## src/rtl/lrct_pkg.sv

```systemverilog
// Package: shared types and constants for the chunk residency table.
`default_nettype none
package lrct_pkg;
  localparam int unsigned Capacity = 32;
  localparam int unsigned CoordW = 32;
  localparam int unsigned StampW = 64;
  localparam int unsigned SlotW  = 5;
  localparam int unsigned CountW = 6;

  typedef enum logic [1:0] {
    REQ_ACCESS = 2'd0,
    REQ_LOOKUP = 2'd1,
    REQ_REMOVE = 2'd2,
    REQ_SPARE  = 2'd3
  } req_e;

  typedef struct packed {
    logic [1:0]        req_type;
    logic [CoordW-1:0] chunk_x;
    logic [CoordW-1:0] chunk_y;
    logic [CoordW-1:0] chunk_z;
    logic              in_bounds;
  } req_t;

  typedef struct packed {
    logic              record_kind;
    logic              last;
    logic              ok;
    logic              was_hit;
    logic [SlotW-1:0]  slot;
    logic [CoordW-1:0] victim_x;
    logic [CoordW-1:0] victim_y;
    logic [CoordW-1:0] victim_z;
    logic [CountW-1:0] resident_count;
  } rec_t;

  // controller -> datapath
  typedef struct packed {
    logic load;       // latch request, reset scan
    logic scan_start; // restart slot scan
    logic scan_step;  // examine one slot
    logic halve;      // halve all stamps
    logic touch;      // stamp target slot
    logic evict;      // drop best victim
    logic insert;     // write request into free slot
    logic remove;     // drop hit slot
  } cmd_t;

  // datapath -> controller
  typedef struct packed {
    logic scan_done;
    logic hit;
    logic free_found;
    logic clock_max;
    logic need_evict;
  } sts_t;
endpackage
`default_nettype wire

```

## src/rtl/lrct_ctrl.sv

```systemverilog
// Controller: request sequencing, eviction loop and output register.
`default_nettype none
module lrct_ctrl (
  input  wire logic                    clk_i,
  input  wire logic                    rst_ni,
  input  wire logic                    in_valid_i,
  output logic                         in_ready_o,
  output logic                         out_valid_o,
  input  wire logic                    out_ready_i,
  output lrct_pkg::rec_t               out_data_o,
  input  wire lrct_pkg::req_t          req_i,
  output logic                         req_load_o,
  output lrct_pkg::cmd_t               cmd_o,
  input  wire lrct_pkg::sts_t          sts_i,
  input  wire logic [lrct_pkg::SlotW-1:0]  hit_slot_i,
  input  wire logic [lrct_pkg::SlotW-1:0]  free_slot_i,
  input  wire logic [lrct_pkg::SlotW-1:0]  vic_slot_i,
  input  wire logic [lrct_pkg::CoordW-1:0] vic_x_i,
  input  wire logic [lrct_pkg::CoordW-1:0] vic_y_i,
  input  wire logic [lrct_pkg::CoordW-1:0] vic_z_i,
  input  wire logic [lrct_pkg::CountW-1:0] count_i
);
  typedef enum logic [7:0] {
    S_IDLE   = 8'b0000_0001,
    S_SCAN   = 8'b0000_0010,
    S_DECIDE = 8'b0000_0100,
    S_EVICT  = 8'b0000_1000,
    S_RESCAN = 8'b0001_0000,
    S_TOUCH  = 8'b0010_0000,
    S_FINAL  = 8'b0100_0000,
    S_EMIT   = 8'b1000_0000
  } state_e;

  state_e state_q, state_d;
  lrct_pkg::rec_t rec_q, rec_d;
  logic out_v_q, out_v_d;
  logic ok_q, ok_d, ins_q, ins_d;
  lrct_pkg::req_e rt;

  assign rt = lrct_pkg::req_e'(req_i.req_type);
  assign in_ready_o  = state_q == S_IDLE;
  assign req_load_o  = in_valid_i && in_ready_o;
  assign out_valid_o = out_v_q;
  assign out_data_o  = rec_q;

  always_comb begin
    state_d = state_q;
    rec_d   = rec_q;
    out_v_d = out_v_q && !out_ready_i;
    ok_d    = ok_q;
    ins_d   = ins_q;
    cmd_o   = '0;
    unique case (state_q)
      S_IDLE: begin
        if (req_load_o) begin
          cmd_o.load = 1'b1;
          ins_d = 1'b0;
          state_d = S_SCAN;
        end
      end
      S_SCAN: begin
        if (sts_i.scan_done) state_d = S_DECIDE;
        else cmd_o.scan_step = 1'b1;
      end
      S_DECIDE: begin
        if (rt == lrct_pkg::REQ_REMOVE) begin
          if (sts_i.hit) cmd_o.remove = 1'b1;
          ok_d = sts_i.hit;
          state_d = S_FINAL;
        end else if (rt != lrct_pkg::REQ_ACCESS || !req_i.in_bounds) begin
          ok_d = (rt != lrct_pkg::REQ_ACCESS) && sts_i.hit;
          state_d = S_FINAL;
        end else if (sts_i.hit) begin
          ok_d = 1'b1;
          state_d = S_TOUCH;
        end else if (sts_i.need_evict) begin
          state_d = S_EVICT;
        end else if (sts_i.free_found) begin
          cmd_o.insert = 1'b1;
          ins_d = 1'b1;
          ok_d = 1'b1;
          state_d = S_TOUCH;
        end else begin
          ok_d = 1'b0;
          state_d = S_FINAL;
        end
      end
      S_EVICT: begin
        if (!out_v_q || out_ready_i) begin
          cmd_o.evict = 1'b1;
          out_v_d = 1'b1;
          rec_d = '0;
          rec_d.slot = vic_slot_i;
          rec_d.victim_x = vic_x_i;
          rec_d.victim_y = vic_y_i;
          rec_d.victim_z = vic_z_i;
          rec_d.resident_count = count_i - 1'b1;
          cmd_o.scan_start = 1'b1;
          state_d = S_RESCAN;
        end
      end
      S_RESCAN: begin
        if (sts_i.scan_done) state_d = S_DECIDE;
        else cmd_o.scan_step = 1'b1;
      end
      S_TOUCH: begin
        cmd_o.touch = 1'b1;
        cmd_o.halve = sts_i.clock_max;
        state_d = S_FINAL;
      end
      S_FINAL: state_d = S_EMIT;
      S_EMIT: begin
        if (!out_v_q || out_ready_i) begin
          out_v_d = 1'b1;
          rec_d = '0;
          rec_d.record_kind = 1'b1;
          rec_d.last = 1'b1;
          rec_d.ok = ok_q;
          rec_d.was_hit = sts_i.hit;
          rec_d.slot = ins_q ? free_slot_i : hit_slot_i;
          rec_d.resident_count = count_i;
          state_d = S_IDLE;
        end
      end
      default: state_d = S_IDLE;
    endcase
  end

  always_ff @(posedge clk_i or negedge rst_ni) begin
    if (!rst_ni) begin
      state_q <= S_IDLE;
      out_v_q <= 1'b0;
      ok_q    <= 1'b0;
      ins_q   <= 1'b0;
    end else begin
      state_q <= state_d;
      out_v_q <= out_v_d;
      ok_q    <= ok_d;
      ins_q   <= ins_d;
    end
  end

  always_ff @(posedge clk_i) begin
    rec_q <= rec_d;
  end
endmodule
`default_nettype wire

```

## config.mk

```make
export PLATFORM = sky130hd
export DESIGN_NAME = lrct_ctrl
export DESIGN_NICKNAME = d
export VERILOG_FILES = /design/src/rtl/lrct_pkg.sv /design/src/rtl/lrct_ctrl.sv
export SDC_FILE = /design/constraint.sdc
export NUM_CORES = 1
export LEC_CHECK = 0
export BUFFER_PORTS_ARGS = -buffer_cell sky130_fd_sc_hd__buf_2
export CORE_AREA = 10 10 127 129
export CTS_CLUSTER_DIAMETER = 150
export CTS_CLUSTER_SIZE = 20
export DETAILED_ROUTE_END_ITERATION = 10
export DIE_AREA = 0 0 137 139
export PLACE_DENSITY_LB_ADDON = 0.1
export SYNTH_ARGS = -nofsm -noshare
export SYNTH_HDL_FRONTEND = slang
export SYNTH_SLANG_ARGS = --single-unit
export TNS_END_PERCENT = 30
```

## constraint.sdc

```tcl
create_clock -name clk_i -period 18.5 [get_ports clk_i]
set_input_delay 1.85 -clock clk_i [delete_from_list [all_inputs] [get_ports clk_i]]
set_output_delay 1.85 -clock clk_i [all_outputs]
set_load 0.01 [all_outputs]
```

==> impl_metrics.tcl <==
set metrics [dict create \
    status "finished, final reports clean" \
    row_count 43 \
    cts_num_sinks 121 \
    path_class "in2out" \
    crit_arrival_ns 3.06 \
    ir_drop_mv 0.0540 \
    synth_most_common_cell "edfxtp_1" \
    synth.area.mux_share_pct 1.44 \
    drv_slew 0 \
    synth_common_cells "edfxtp_1 (110), and2_1 (99), nor2_1 (19), nand2_1 (12), clkbuf_1 (11)" \
    synth_xor_area_share_pct 1.60 \
    ctsHtreeMaxLevel 4 \
    gr-usage-all-layers_pct 14.6 \
    io-pin-count 347 \
    die-height_um 139 \
    initial_utilization_pct 36.1 \
    cts_buffers 17 \
    synth_top_family_by_area "simple AND/OR/NAND/NOR gates" \
    clk_latency_ns 0.42 \
    vias 3557 \
    maxCapViolCount 0 \
    area_delta_synth_final_pct 39.8 \
    drtIter0Drc 166 \
    antenna_found_initial 0 \
    ctsLongestPathBuffers 2 \
    synth_seq_area_share_pct 72.5 \
    route.detailed.wl_per_inst_um 18.2 \
    synth_area_leaders "edfxtp_1 (67%), and2_1 (13%), dfrtp_1 (5.1%)" \
    overflow 0 \
    seqCellArea_um2 3580 \
    multiInputGateArea_um2 1220 \
    synth_compound_area_share_pct 3.27 \
    grt_max_degree 75 \
    yosysTopAreaCell "edfxtp_1" \
    portBuffers 250 \
    dr.pass1.iters 4 \
    hold_viol 0 \
    worstMarginPinSlew_ns 0.716 \
    endpoint_kind "output pin" \
    fin_crit_sh_pct 26.6 \
    ys_seq_elements 121 \
    grt_pass1_vias 3665 \
    tns_ns 0 \
    avgSynthCellArea_um2 14.3 \
    async_reset_ff_share_pct 9.09 \
    finalNonFillerCells 788 \
    synth_cells 345 \
    worstPathRequired_ns 16.65 \
    synth_top_cell_area_share_pct 66.9 \
    synthSimpleGateAreaFrac_pct 18.0 \
    core_area_um2 13700 \
    dp_hpwl_um 11000 \
    ys_warn_count 0 \
    fin_crit_ns 4.91 \
    leakagePower_nw 2.93 \
    hold_class "reg2reg" \
    dpl-instance-area_um2 6340 \
    synthFlopType "edfxtp_1" \
    die_area_um2 19000 \
    nFillCells 1265 \
    vias_per_cell 4.51 \
    setup_viol 0 \
    place_inst 758 \
    dp_slack_ns 13.53 \
    synth_nets 571 \
    clkSlewWorstSetupHoldPaths_ns 0.05 \
    rsz0062_at_grt "no" \
    cts_root_buffer "clkbuf_16" \
    drive_gt1_share_pct 46.7 \
    gp_congestion 0.811 \
    start_kind "primary input" \
    worst_slack_ns 13.59 \
    die_x_um 137 \
    cts.repair.resized 0 \
    synth_area_um2 4940 \
    clock_skew_ns 0.00954 \
    drt_wl_total_um 14300 \
    synthAdderAreaFrac_pct 0.253 \
    ant_nets 0 \
    slew_headroom_pct 52.2 \
    postCtsSetupBuffers 0 \
    synth_edf_count 110 \
    finalNetCount 823 \
    drcViolationCount 0 \
    antenna_cells 0 \
    hold_buffers 0 \
    final_core_util_pct 50.5 \
    post_synth_num_cell_types 43 \
    fmax_ghz 0.203 \
    cts_tree "yes" \
    fin_area_um2 6900 \
    crit_fanout 3 \
    power_density_nw_per_um2 112 \
    grt_pass1_wl_um 20900 \
]
==> registers in the layout, summed over array words and instances (netlist names) <==
signal,flops
out_data_o,110
out_valid_o,1
state_q,8
ins_q,1
ok_q,1
==> cell type report <==
cell class	instances	area share [%]
Sequential cell	121	51.9
Clock buffer	19	6.27
Timing Repair Buffer	254	18.6
Multi-Input combinational cell	195	17.7
Clock inverter	11	1.90
Tap cell	180	3.26
Inverter	8	0.435
==> critical path, stage by stage <==
cell,delay (ns)
buf_2,0.08
nand2b_1,0.15
nand2_1,0.13
nor4b_1,0.61
buf_2,0.24
==> stage by stage <==
step | hold slack (ns) | power, mW
global route | 0.517 | 0.805
finish | 0.511 | 0.770
CTS | 0.511 | 0.779
global placement | 0.496 | 0.457
floorplan | 0.472 | 0.408
detailed placement | 0.497 | 0.458
==> per-layer routing <==
layer / part of all wire (%) / global-route usage (%) / wire (um)
met2: 48 / 23.8 / 6880
met1: 40 / 17.0 / 5760
met4: 1.6 / 5.88 / 235
met5: 0 / 0 / 0
met3: 10 / 5.33 / 1430
==> path summary, 6_finish.rpt <==
check / startpoint / endpoint / slack [ns] / depth (start not counted)
min reg2reg: ok_q / ok_q / 0.51 / 1
min in group asynchronous: rst_ni / state_q[4] / 1.31 / 1
max: out_ready_i / cmd_o[2] / 13.59 / 5
min: ok_q / ok_q / 0.51 / 1
max in group asynchronous: rst_ni / state_q[0] / 16.92 / 1
max reg2reg: state_q[4] / out_data_o[42] / 16.03 / 4
==> where the power goes <==
group          total (mW)  leakage [nW]  switching, mW  internal [mW]
Clock               0.319         0.281          0.111          0.208
Sequential          0.343          1.14         0.0119          0.331
Combinational       0.107          1.51         0.0606         0.0469
Total               0.770          2.93          0.184          0.586
==> logic make-up (layout without fill, tap and decap cells) <==
logic type / count (synthesis) / count (layout)
XOR/XNOR: 9 / 9
AND/OR/NAND/NOR: 154 / 154
buffers and inverters: 29 / 292
adder cells (fa/ha/maj): 1 / 1
multiplexers: 7 / 7
AO/OA/AOI/OAI: 24 / 24
flip-flops: 121 / 121
==> cell usage in the layout, fill, tap and decap left out, types with 2 or more instances in the layout <==
cell type and count:
inv_1 8, buf_2 250, dfrtp_1 10, bufinv_16 3
clkinv_2 5, clkbuf_1 2, nand2b_1 3, nor4_1 2
xor2_1 3, o21ai_0 7, nor2_1 18, edfxtp_1 110
mux2i_1 6, buf_4 4, and3_1 2, clkbuf_16 17
a31oi_1 5, nand3_1 3, a21oi_1 3, nand2_1 12
clkinv_1 2, nor3_1 6, and2_1 99, xnor2_1 6
Note: power is estimated with default switching activity, not from simulation.
